`config.mk`:
```
export PLATFORM = sky130hd
export DESIGN_NAME = vibration_detector_with_holdoff_top
export DESIGN_NICKNAME = d
export VERILOG_FILES = /design/src/hdl/vdh_pkg.sv /design/src/hdl/vdh_lane.sv /design/src/hdl/vdh_merge.sv /design/src/hdl/vibration_detector_with_holdoff_top.sv
export VERILOG_INCLUDE_DIRS = /design/src /design/src/hdl
export SDC_FILE = /design/constraint.sdc
export NUM_CORES = 1
export LEC_CHECK = 0
export BUFFER_PORTS_ARGS = -buffer_cell sky130_fd_sc_hd__buf_2
export CAP_MARGIN = 20
export CORE_MARGIN = 10
export CORE_UTILIZATION = 62
export DETAILED_ROUTE_END_ITERATION = 12
export PLACE_DENSITY = 0.82
export SLEW_MARGIN = 10
export SYNTH_ARGS = -nofsm -noshare
export SYNTH_HDL_FRONTEND = slang
export SYNTH_SLANG_ARGS = --single-unit
```
`constraint.sdc`:
```
create_clock -name clk -period 11.3 [get_ports clk]
set_input_delay 3.39 -clock clk [delete_from_list [all_inputs] [get_ports clk]]
set_output_delay 3.39 -clock clk [all_outputs]
set_load 0.01 [all_outputs]
```
`src/hdl/assert_macros.svh`:
```
// assertion helpers used by the top level to check itself
`ifndef ASSERT_MACROS_SVH
`define ASSERT_MACROS_SVH

// property checked on every rising clock edge outside reset
`define ASSERT_CLK(label, prop, msg) \
    label: assert property (@(posedge clk) disable iff (!rst_n) (prop)) else $error(msg);

// condition that must be followed by a consequence in the next cycle
`define ASSERT_NEXT(label, ante, cons, msg) \
    label: assert property (@(posedge clk) disable iff (!rst_n) (ante) |=> (cons)) \
        else $error(msg);

`endif

```
`src/hdl/vdh_pkg.sv`:
```
package vdh_pkg;

    // default widths of the sample fields and of the tick counter
    localparam int SAMPLE_BITS_DEF = 16;
    localparam int COUNT_BITS_DEF  = 24;

    // fixed register and result widths
    localparam int THRESH_W   = 18;
    localparam int TICKS_W    = 24;
    localparam int VAR_W      = 18;
    localparam int CFG_IDX_W  = 2;
    localparam int CFG_DATA_W = 24;

    // largest value the variation field can show
    localparam logic [VAR_W-1:0] VAR_MAX = {VAR_W{1'b1}};

    // register reset values
    localparam logic [THRESH_W-1:0] THRESHOLD_RST     = THRESH_W'(4000);
    localparam logic [TICKS_W-1:0]  LED_TICKS_RST     = TICKS_W'(3000000);
    localparam logic [TICKS_W-1:0]  HOLDOFF_TICKS_RST = TICKS_W'(8000000);

    // register indexes on the configuration port
    localparam logic [CFG_IDX_W-1:0] REG_THRESHOLD     = 2'd0;
    localparam logic [CFG_IDX_W-1:0] REG_LED_TICKS     = 2'd1;
    localparam logic [CFG_IDX_W-1:0] REG_HOLDOFF_TICKS = 2'd2;

    // detector phase
    typedef enum logic [1:0] {
        PH_NEED_REF = 2'd0,
        PH_COMPARE  = 2'd1,
        PH_LED_ON   = 2'd2,
        PH_HOLDOFF  = 2'd3
    } phase_t;

    // what the merge stage reports to the control logic
    typedef struct packed {
        logic             over;
        logic [VAR_W-1:0] variation;
    } merge_t;

endpackage

```
`src/hdl/vdh_lane.sv`:
```
module vdh_lane #(
    parameter int SAMPLE_BITS = vdh_pkg::SAMPLE_BITS_DEF
) (
    input  logic signed [SAMPLE_BITS-1:0] sample,
    input  logic signed [SAMPLE_BITS-1:0] ref_val,
    output logic        [SAMPLE_BITS-1:0] abs_diff
);

    logic signed [SAMPLE_BITS:0] diff;
    logic signed [SAMPLE_BITS:0] mag;

    // one extra bit keeps the difference exact
    assign diff = {sample[SAMPLE_BITS-1], sample} - {ref_val[SAMPLE_BITS-1], ref_val};

    // magnitude never exceeds 2^SAMPLE_BITS - 1
    assign mag      = diff[SAMPLE_BITS] ? -diff : diff;
    assign abs_diff = mag[SAMPLE_BITS-1:0];

endmodule

```
`src/hdl/vdh_merge.sv`:
```
module vdh_merge #(
    parameter int SAMPLE_BITS = vdh_pkg::SAMPLE_BITS_DEF
) (
    input  logic [SAMPLE_BITS-1:0]       diff_x,
    input  logic [SAMPLE_BITS-1:0]       diff_y,
    input  logic [SAMPLE_BITS-1:0]       diff_z,
    input  logic [vdh_pkg::THRESH_W-1:0] threshold,
    output vdh_pkg::merge_t              result
);

    localparam int SUM_W = SAMPLE_BITS + 2;
    localparam int CMP_W = (SUM_W > vdh_pkg::VAR_W) ? SUM_W : vdh_pkg::VAR_W;

    logic [SUM_W-1:0] sum;
    logic [CMP_W-1:0] sum_w;
    logic [CMP_W-1:0] thresh_w;
    logic [CMP_W-1:0] max_w;

    // add the three lane magnitudes
    assign sum = SUM_W'(diff_x) + SUM_W'(diff_y) + SUM_W'(diff_z);

    // full precision compare against threshold
    assign sum_w         = CMP_W'(sum);
    assign thresh_w      = CMP_W'(threshold);
    assign max_w         = CMP_W'(vdh_pkg::VAR_MAX);
    assign result.over   = sum_w > thresh_w;

    // saturate to the result field
    assign result.variation = (sum_w > max_w) ? vdh_pkg::VAR_MAX
                                              : sum_w[vdh_pkg::VAR_W-1:0];

endmodule

```
`src/hdl/vibration_detector_with_holdoff_top.sv`:
```
// channel  | direction | handshake             | payload
// ---------+-----------+-----------------------+---------------------------------
// in       | input     | in_valid / in_ready   | mode, accel_x, accel_y, accel_z
// out      | output    | out_valid / out_ready | led, detected, variation
// cfg      | input     | cfg_valid / cfg_ready | cfg_index, cfg_data
//
// one item per cycle while in_ready is high; results are registered in the buffer
// the three axis lanes, merge and phase update all settle in the accepting cycle
// a two-entry output buffer keeps in_ready high while one result waits
// cfg_ready is always high; writes are registered
// reset: phase needs a reference, counters and references zero, registers at defaults
`include "assert_macros.svh"

module vibration_detector_with_holdoff_top #(
    parameter int SAMPLE_BITS = vdh_pkg::SAMPLE_BITS_DEF,
    parameter int COUNT_BITS  = vdh_pkg::COUNT_BITS_DEF
) (
    input  logic                            clk,
    input  logic                            rst_n,
    input  logic                            in_valid,
    output logic                            in_ready,
    input  logic                            mode,
    input  logic signed [SAMPLE_BITS-1:0]   accel_x,
    input  logic signed [SAMPLE_BITS-1:0]   accel_y,
    input  logic signed [SAMPLE_BITS-1:0]   accel_z,
    output logic                            out_valid,
    input  logic                            out_ready,
    output logic                            led,
    output logic                            detected,
    output logic [vdh_pkg::VAR_W-1:0]       variation,
    input  logic                            cfg_valid,
    output logic                            cfg_ready,
    input  logic [vdh_pkg::CFG_IDX_W-1:0]   cfg_index,
    input  logic [vdh_pkg::CFG_DATA_W-1:0]  cfg_data
);

    localparam logic [COUNT_BITS-1:0] COUNT_ONE = COUNT_BITS'(1);

    // configuration registers
    logic [vdh_pkg::THRESH_W-1:0] threshold_reg;
    logic [vdh_pkg::TICKS_W-1:0]  led_ticks_reg;
    logic [vdh_pkg::TICKS_W-1:0]  holdoff_ticks_reg;

    // detector state
    vdh_pkg::phase_t               phase_reg;
    vdh_pkg::phase_t               phase_next;
    logic [COUNT_BITS-1:0]         tick_count_reg;
    logic [COUNT_BITS-1:0]         tick_count_next;
    logic signed [SAMPLE_BITS-1:0] ref_x_reg;
    logic signed [SAMPLE_BITS-1:0] ref_y_reg;
    logic signed [SAMPLE_BITS-1:0] ref_z_reg;

    // output buffer
    logic                         out_valid_reg;
    logic                         out_led_reg;
    logic                         out_detected_reg;
    logic [vdh_pkg::VAR_W-1:0]    out_variation_reg;
    logic                         skid_valid_reg;
    logic                         skid_led_reg;
    logic                         skid_detected_reg;
    logic [vdh_pkg::VAR_W-1:0]    skid_variation_reg;

    logic                      in_fire;
    logic                      ref_load;
    logic                      detect;
    logic                      compare;
    logic [COUNT_BITS-1:0]     led_load;
    logic [COUNT_BITS-1:0]     hold_load;
    logic [SAMPLE_BITS-1:0]    diff_x;
    logic [SAMPLE_BITS-1:0]    diff_y;
    logic [SAMPLE_BITS-1:0]    diff_z;
    vdh_pkg::merge_t           merge;
    logic                      res_led;
    logic                      res_detected;
    logic [vdh_pkg::VAR_W-1:0] res_variation;

    assign in_ready  = !skid_valid_reg;
    assign in_fire   = in_valid && in_ready;
    assign cfg_ready = 1'b1;

    // configuration writes
    always_ff @(posedge clk or negedge rst_n)
    begin
        if (!rst_n)
        begin
            threshold_reg     <= vdh_pkg::THRESHOLD_RST;
            led_ticks_reg     <= vdh_pkg::LED_TICKS_RST;
            holdoff_ticks_reg <= vdh_pkg::HOLDOFF_TICKS_RST;
        end
        else if (cfg_valid)
        begin
            case (cfg_index)
                vdh_pkg::REG_THRESHOLD:     threshold_reg     <= cfg_data[vdh_pkg::THRESH_W-1:0];
                vdh_pkg::REG_LED_TICKS:     led_ticks_reg     <= cfg_data[vdh_pkg::TICKS_W-1:0];
                vdh_pkg::REG_HOLDOFF_TICKS: holdoff_ticks_reg <= cfg_data[vdh_pkg::TICKS_W-1:0];
                default: ;
            endcase
        end
    end

    // per-axis lanes
    vdh_lane #(.SAMPLE_BITS(SAMPLE_BITS)) u_lane_x (
        .sample   (accel_x),
        .ref_val  (ref_x_reg),
        .abs_diff (diff_x)
    );

    vdh_lane #(.SAMPLE_BITS(SAMPLE_BITS)) u_lane_y (
        .sample   (accel_y),
        .ref_val  (ref_y_reg),
        .abs_diff (diff_y)
    );

    vdh_lane #(.SAMPLE_BITS(SAMPLE_BITS)) u_lane_z (
        .sample   (accel_z),
        .ref_val  (ref_z_reg),
        .abs_diff (diff_z)
    );

    // combine lanes and test against threshold
    vdh_merge #(.SAMPLE_BITS(SAMPLE_BITS)) u_merge (
        .diff_x    (diff_x),
        .diff_y    (diff_y),
        .diff_z    (diff_z),
        .threshold (threshold_reg),
        .result    (merge)
    );

    // durations as loaded into the counter
    assign led_load  = COUNT_BITS'(led_ticks_reg);
    assign hold_load = COUNT_BITS'(holdoff_ticks_reg);

    // next state
    always_comb
    begin
        phase_next      = phase_reg;
        tick_count_next = tick_count_reg;
        ref_load        = 1'b0;
        detect          = 1'b0;
        compare         = 1'b0;
        if (in_fire)
        begin
            if (mode)
            begin
                // tick only counts inside the led or holdoff period
                if (phase_reg inside {vdh_pkg::PH_LED_ON, vdh_pkg::PH_HOLDOFF})
                begin
                    tick_count_next = tick_count_reg - COUNT_ONE;
                    if (tick_count_reg == COUNT_ONE)
                    begin
                        if (phase_reg == vdh_pkg::PH_LED_ON)
                        begin
                            tick_count_next = hold_load;
                            phase_next = (hold_load == '0) ? vdh_pkg::PH_NEED_REF
                                                           : vdh_pkg::PH_HOLDOFF;
                        end
                        else
                        begin
                            phase_next = vdh_pkg::PH_NEED_REF;
                        end
                    end
                end
            end
            else
            begin
                case (phase_reg)
                    vdh_pkg::PH_NEED_REF:
                    begin
                        ref_load   = 1'b1;
                        phase_next = vdh_pkg::PH_COMPARE;
                    end
                    vdh_pkg::PH_COMPARE:
                    begin
                        compare = 1'b1;
                        if (merge.over)
                        begin
                            detect = 1'b1;
                            if (led_load != '0)
                            begin
                                tick_count_next = led_load;
                                phase_next      = vdh_pkg::PH_LED_ON;
                            end
                            else
                            begin
                                tick_count_next = hold_load;
                                phase_next = (hold_load == '0) ? vdh_pkg::PH_NEED_REF
                                                               : vdh_pkg::PH_HOLDOFF;
                            end
                        end
                        else
                        begin
                            ref_load = 1'b1;
                        end
                    end
                    default: ;
                endcase
            end
        end
    end

    // result of the accepted item
    always_comb
    begin
        res_led       = (phase_next == vdh_pkg::PH_LED_ON);
        res_detected  = detect;
        res_variation = compare ? merge.variation : '0;
    end

    // state registers
    always_ff @(posedge clk or negedge rst_n)
    begin
        if (!rst_n)
        begin
            phase_reg      <= vdh_pkg::PH_NEED_REF;
            tick_count_reg <= '0;
            ref_x_reg      <= '0;
            ref_y_reg      <= '0;
            ref_z_reg      <= '0;
        end
        else
        begin
            phase_reg      <= phase_next;
            tick_count_reg <= tick_count_next;
            if (ref_load)
            begin
                ref_x_reg <= accel_x;
                ref_y_reg <= accel_y;
                ref_z_reg <= accel_z;
            end
        end
    end

    // output register with skid entry
    always_ff @(posedge clk or negedge rst_n)
    begin
        if (!rst_n)
        begin
            out_valid_reg  <= 1'b0;
            skid_valid_reg <= 1'b0;
        end
        else if (!out_valid_reg || out_ready)
        begin
            if (skid_valid_reg)
            begin
                out_valid_reg  <= 1'b1;
                skid_valid_reg <= 1'b0;
            end
            else
            begin
                out_valid_reg <= in_fire;
            end
        end
        else if (in_fire)
        begin
            skid_valid_reg <= 1'b1;
        end
    end

    // payload of the output buffer
    always_ff @(posedge clk)
    begin
        if (!out_valid_reg || out_ready)
        begin
            if (skid_valid_reg)
            begin
                out_led_reg       <= skid_led_reg;
                out_detected_reg  <= skid_detected_reg;
                out_variation_reg <= skid_variation_reg;
            end
            else if (in_fire)
            begin
                out_led_reg       <= res_led;
                out_detected_reg  <= res_detected;
                out_variation_reg <= res_variation;
            end
        end
        else if (in_fire)
        begin
            skid_led_reg       <= res_led;
            skid_detected_reg  <= res_detected;
            skid_variation_reg <= res_variation;
        end
    end

    assign out_valid = out_valid_reg;
    assign led       = out_led_reg;
    assign detected  = out_detected_reg;
    assign variation = out_variation_reg;

    // checks
    `ASSERT_CLK(a_skid_needs_out, skid_valid_reg |-> out_valid_reg, "skid entry without output entry")
    `ASSERT_CLK(a_count_live, (phase_reg == vdh_pkg::PH_LED_ON || phase_reg == vdh_pkg::PH_HOLDOFF) |-> (tick_count_reg != '0), "zero count in timed phase")
    `ASSERT_CLK(a_detect_var, (out_valid_reg && out_detected_reg) |-> (out_variation_reg != '0), "detection with zero variation")
    `ASSERT_NEXT(a_ref_taken, in_fire && !mode && phase_reg == vdh_pkg::PH_NEED_REF, phase_reg == vdh_pkg::PH_COMPARE, "reference sample did not arm compare")

endmodule
```
# [After elaboration in Yosys (flattened, before gate mapping)]
# Index checks and enable logic that the tools add are counted.
[totals] reg_bits=182
[classes] addsub=9 order_cmp=2 n_eq_ne=8 muxes=40 bitwise=1 reduce_logical=19
[op_table] cell="24-bit two-way mux" n=7
[op_table] cell="18-bit two-way mux" n=4
[op_table] cell="16-bit by 16-bit subtractor with 17-bit output" n=3
[op_table] cell="16-bit two-way mux" n=3
[op_table] cell="16-bit negator" n=3
[op_table] cell="24-bit by 1-bit == test with 1-bit output, second input constant" n=1
[op_table] cell="24-bit logical NOT" n=1
[op_table] cell="24-bit nonzero test" n=1
[op_table] cell="24-bit by 1-bit subtractor with 24-bit output, second input constant" n=1
[op_table] cell="18-bit by 16-bit adder with 18-bit output" n=1
[op_table] cell="18-bit > comparator" n=1
[op_table] cell="18-bit > comparator, second input constant" n=1
[op_table] cell="16-bit by 16-bit adder with 17-bit output" n=1
[op_table] cell="1-bit two-way mux" n=16
[op_table] cell="2-bit two-way mux" n=8
[op_table] cell="2-bit AND reduction" n=5
[op_table] cell="2-bit nonzero test" n=5
[op_table] cell="2-bit == test, second input constant" n=4
[op_table] cell="2-bit by 1-bit == test with 1-bit output, second input constant" n=2
[op_table] cell="2-bit logical NOT" n=2
[op_table] cell="2-bit one-hot mux with 2 select lines" n=1
[op_table] cell="4-bit AND reduction" n=1
[op_table] cell="1-bit logical NOT" n=2
[op_table] cell="2-bit by 1-bit inequality test with 1-bit output, second input constant" n=1
[op_table] cell="other kinds (4)" n=4

# [Logic depth before layout (Yosys ltp)]
[depth] word_depth=13 mapped_depth=43

# [Hierarchy]
# A second synthesis with hierarchy kept.
[unflattened] hier_cells=1377 hier_area_um2=13673.1
[by_module_without_submodules] module="vibration_detector_with_holdoff_top" n_inst=1 cells_per_inst=615 area_each_um2=8085.3 seq_area_each_um2=4783.3
[by_module_without_submodules] module="vdh_lane (u_lane_y ...)" n_inst=2 cells_per_inst=192 area_each_um2=1342.5 seq_area_each_um2=0.0
[by_module_without_submodules] module="vdh_merge" n_inst=1 cells_per_inst=211 area_each_um2=1721.7 seq_area_each_um2=0.0
[by_module_without_submodules] module="vdh_lane (u_lane_x)" n_inst=1 cells_per_inst=167 area_each_um2=1181.1 seq_area_each_um2=0.0

# [Worst setup path after synthesis]
# No wires, ideal clock.
[synth_path] kind="input port to flip-flop" startpoint="in accel_y[0]" endpoint="reg ref_x_reg[10]" setup_time_ps=127 arrival_ps=10964 t_required_ps=11173 path_slack_ps=208 path_stages=41 cell_sequence="inv_1 ha_1 fa_1 nor2b_1 o2111ai_1 a31oi_1 a22oi_1 o2bb2ai_1 o21a_1 mux2i_1 clkbuf_1 nor2_1 a21oi_1 ha_1 a21o_1 a21oi_1 o21ai_0 a31oi_1 (+5 left out) ha_1 or4_1 nor2_1 nor2_1 o21a_1 xnor2_1 inv_1 ha_1 and4_1 a21oi_1 nand3_1 o21bai_1 a221oi_2 nor2b_2 a2111oi_4 buf_6 buf_6 mux2_1"
[synth_via] elab_chain_len=10
[synth_lines] element="start, declared" line="vibration_detector_with_holdoff_top.sv:24" source="input logic signed [SAMPLE_BITS-1:0] accel_y,"
[synth_lines] element="16-bit by 16-bit subtractor with 17-bit output (*)" line="vdh_lane.sv:13" source="assign diff = {sample[SAMPLE_BITS-1], sample} - {ref_val[SAMPLE_BITS-1], ref_val};"
[synth_lines] element="16-bit negator" line="vdh_lane.sv:16" source="assign mag = diff[SAMPLE_BITS] ? -diff : diff;"
[synth_lines] element="16-bit two-way mux (*)" line="vdh_lane.sv:16"
[synth_lines] element="16-bit by 16-bit adder with 17-bit output (*)" line="vdh_merge.sv:20" source="assign sum = SUM_W'(diff_x) + SUM_W'(diff_y) + SUM_W'(diff_z);"
[synth_lines] element="18-bit by 16-bit adder with 18-bit output (*)" line="vdh_merge.sv:20"
[synth_lines] element="18-bit > comparator (*)" line="vdh_merge.sv:26" source="assign result.over = sum_w > thresh_w;"
[synth_lines] element="1-bit two-way mux (*)" line="vibration_detector_with_holdoff_top.sv:175" source="if (merge.over)"
[synth_lines] element="1-bit one-hot mux with 2 select lines (*)" line="vibration_detector_with_holdoff_top.sv:166" source="case (phase_reg)"
[synth_lines] element="1-bit two-way mux (*)" line="vibration_detector_with_holdoff_top.sv:143" source="if (mode)"
[synth_lines] element="1-bit two-way mux (*)" line="vibration_detector_with_holdoff_top.sv:141" source="if (in_fire)"
[synth_lines] element="end signal, assigned" line="vibration_detector_with_holdoff_top.sv:226" source="ref_x_reg <= accel_x;"
[synth_lines] element="end, declared" line="vibration_detector_with_holdoff_top.sv:49" source="logic signed [SAMPLE_BITS-1:0] ref_x_reg;"
# Mark *: on every way between the ends. The rest lies on a longest branch, timed or not.
# A chain may end at the register's enable or synchronous reset.

# [Worst setup path in the final report]
[layout_path] startpoint="in accel_y[0]" endpoint="reg ref_z_reg[7]"
[layout_via] elab_chain_len=10
[layout_lines] element="16-bit by 16-bit subtractor with 17-bit output (*)" line="vdh_lane.sv:13"
[layout_lines] element="16-bit negator" line="vdh_lane.sv:16"
[layout_lines] element="16-bit two-way mux (*)" line="vdh_lane.sv:16"
[layout_lines] element="16-bit by 16-bit adder with 17-bit output (*)" line="vdh_merge.sv:20"
[layout_lines] element="18-bit by 16-bit adder with 18-bit output (*)" line="vdh_merge.sv:20"
[layout_lines] element="18-bit > comparator (*)" line="vdh_merge.sv:26"
[layout_lines] element="1-bit two-way mux (*)" line="vibration_detector_with_holdoff_top.sv:175"
[layout_lines] element="1-bit one-hot mux with 2 select lines (*)" line="vibration_detector_with_holdoff_top.sv:166"
[layout_lines] element="1-bit two-way mux (*)" line="vibration_detector_with_holdoff_top.sv:143"
[layout_lines] element="1-bit two-way mux (*)" line="vibration_detector_with_holdoff_top.sv:141"
[layout_lines] element="end signal, assigned" line="vibration_detector_with_holdoff_top.sv:228" source="ref_z_reg <= accel_z;"
[layout_lines] element="end, declared" line="vibration_detector_with_holdoff_top.sv:51" source="logic signed [SAMPLE_BITS-1:0] ref_z_reg;"
# Marked as above.

==> flow_summary.ini <==
[status]
status = finished, final reports clean

[synthesis]
ys_seq_elements = 182
synth_compound_area_frac = 0.179
syn_area_um2 = 13200
synth_ff_type = dfrtp_1
synth_top_family_by_area = compound AO/OA/AOI/OAI gates
synth.avg_cell_area_um2 = 9.43
netlist.area_leader.share = 0.226
synth_area_leader_cell = dfrtp_1
syn_inst = 1396
yosysSeqAreaShare = 0.363
yosys-top-cells-area = dfrtp_1 23%, ha_1 9.8%, edfxtp_1 9.1%
yosysWarnings = 0
synth.distinct_cells = 81
synth-simple-area-share = 0.139
synthTopCellsByCount = 119 x dfrtp_1, 105 x inv_1, 104 x a21oi_1, 104 x nor2_1, 103 x ha_1
synth-adder-area-share = 0.106
synth_mux_area_frac = 0.0901
synth_xor_area_frac = 0.0763
synthArstFlopShare = 0.780
synth_nets = 1584
yosysMostFrequentCell = dfrtp_1
synth_edf_count = 40

[setup_path]
cp_max_fo = 24
path_common_cell = nor2_1
path_delay_family = compound AO/OA/AOI/OAI gates
slowest_delay_ns = 0.53
start_kind = input port
slowest_stage = or4_1
crit_arrival_ns = 11.24
critPathRequiredTime_ns = 11.62
critPathBufInv = 7
critPathCaptureType = register
critPathKind = in -> reg

[global_route]
grt_use_total = 0.218
grt_pass1_vias = 10500
antenna_found_initial = 0
grt_pass1_wl_mm = 51.2
overflow = 0
grt_max_degree = 77

[floorplan]
die_h_um = 166
die_area_um2 = 27500
core_area_um2 = 21000
rows = 53
die_x_um = 166
ios = 103
start_util = 0.628

[hold_path]
holdCritPathClass = reg -> reg

[timing]
hold_violations = 0
slew_headroom = 0.312
finalCritPeriodShare = 0.966
finalCriticalPeriod_ns = 10.92
holdWs_ns = 0.487
slew_violations = 0
setup_viol_count_final = 0
clock_skew_ns = 0.0117
max_freq_mhz = 91.6
worst_pin_slew_ns = 1.03

[clock_tree]
cts_max_level = 4
clk_pin_slew_ns = 0.06
cts-hold-fix-buffers = 0
clock_sinks = 182
cts_root_buffer = clkbuf_16
clk_latency_ns = 0.43
cts_buffer_depth = 2
cts_buffers = 17
tritoncts = built

[detailed_routing]
detail_route.wl_per_cell_um = 17.6
drc = 0
final_antenna_net_count = 0
routed_wl_mm = 31.5
first_pass_iters = 5
vias = 10900
drt_iter0_drc = 1037
vias_per_cell = 6.09

[finish]
layout-drive-gt1-share = 0.194
layout.nets = 1693
area_growth_pct = 11.7
diodes = 0

[place]
gp_congestion = 0.968
portBuffers = 101
dp_hpwl_mm = 23.4

[run]
maxCapViolations = 0
final timing paths:
kind                               startpoint             to  slack (ns)  depth (start not counted)
worst max-delay path               accel_y[0]   ref_z_reg[7]        0.38                         41
worst min-delay path            ref_y_reg[12]  ref_y_reg[12]        0.49                          1
worst max register to register   ref_y_reg[0]   ref_z_reg[7]        3.08                         39
worst min register to register  ref_y_reg[12]  ref_y_reg[12]        0.49                          1
max in group asynchronous               rst_n  ref_y_reg[15]        6.97                          2
min in group asynchronous               rst_n   led_load[22]        2.94                          1
placed cells by master, fill, tap and decap left out, types with 21 or more instances in the layout:
master	n
inv_1	105
dfstp_2	23
xnor2_1	78
buf_2	100
edfxtp_1	40
o21ai_0	85
xor2_1	34
a21o_1	42
nor2_1	104
buf_4	29
nand2_1	89
dfrtp_1	119
nor4_1	21
nor3_1	24
and2_1	22
mux2_2	82
a21oi_1	102
ha_1	103
per-stage QoR:
| stage | worst slack, ns | util | cells | TNS, ns | cell area [um2] |
|---|---|---|---|---|---|
| floorplan | 0.208 | - | 1396 | 0 | 13200 |
| global placement | 0.151 | 0.669 | 1754 | 0 | 14000 |
| detailed placement | -0.0456 | 0.669 | 1754 | -1.34 | 14000 |
| CTS | 0.376 | 0.697 | 1786 | 0 | 14600 |
| global route | -0.0355 | 0.702 | 1793 | -1.03 | 14700 |
| finish | 0.382 | 0.702 | 1793 | 0 | 14700 |
routing by layer:
metal	up-vias	track usage	routed length, um
li1	5236	-	-
met1	5240	0.303	14400
met2	411	0.341	14400
met3	38	0.0402	2280
met4	0	0.0624	510
met5	-	0	0
area by class of cell:
cell class / instances / area (um2)
inverter: 105 / 394
clock buffer: 22 / 454
fill: 1597 / 6250
clock inverter: 10 / 120
multi-input combinational: 1066 / 7820
tap: 275 / 344
timing repair buffer: 133 / 790
sequential: 182 / 4780
worst reg2reg max path: cells and delay by family (launching register included):
| kind | cells | cell delay, ns |
|---|---|---|
| buffers and inverters | 5 | 0.80 |
| and+or+nand+nor | 9 | 1.38 |
| xor gates and xnor gates | 2 | 0.33 |
| DFF | 1 | 0.39 |
| AOI/OAI and AO/OA | 16 | 3.12 |
| muxes | 2 | 0.52 |
| adders and majority gates | 5 | 1.59 |
logic make-up (layout without fill, tap and decap cells):
kind of cell | Yosys count | after routing
muxes | 106 | 106
and+or+nand+nor | 370 | 370
AOI/OAI and AO/OA | 368 | 368
other | 1 | 1
xor gates and xnor gates | 113 | 113
DFF | 182 | 182
adders and majority gates | 108 | 108
buffers and inverters | 148 | 270
timing repair:
action                                  CTS  global route
buffers inserted                          0             6
gates resized for setup                   0            14
endpoints found under the setup margin    0            48
Power is not shown: default switching activity piles up to over one toggle a cycle in this logic, so the estimate is an artifact.
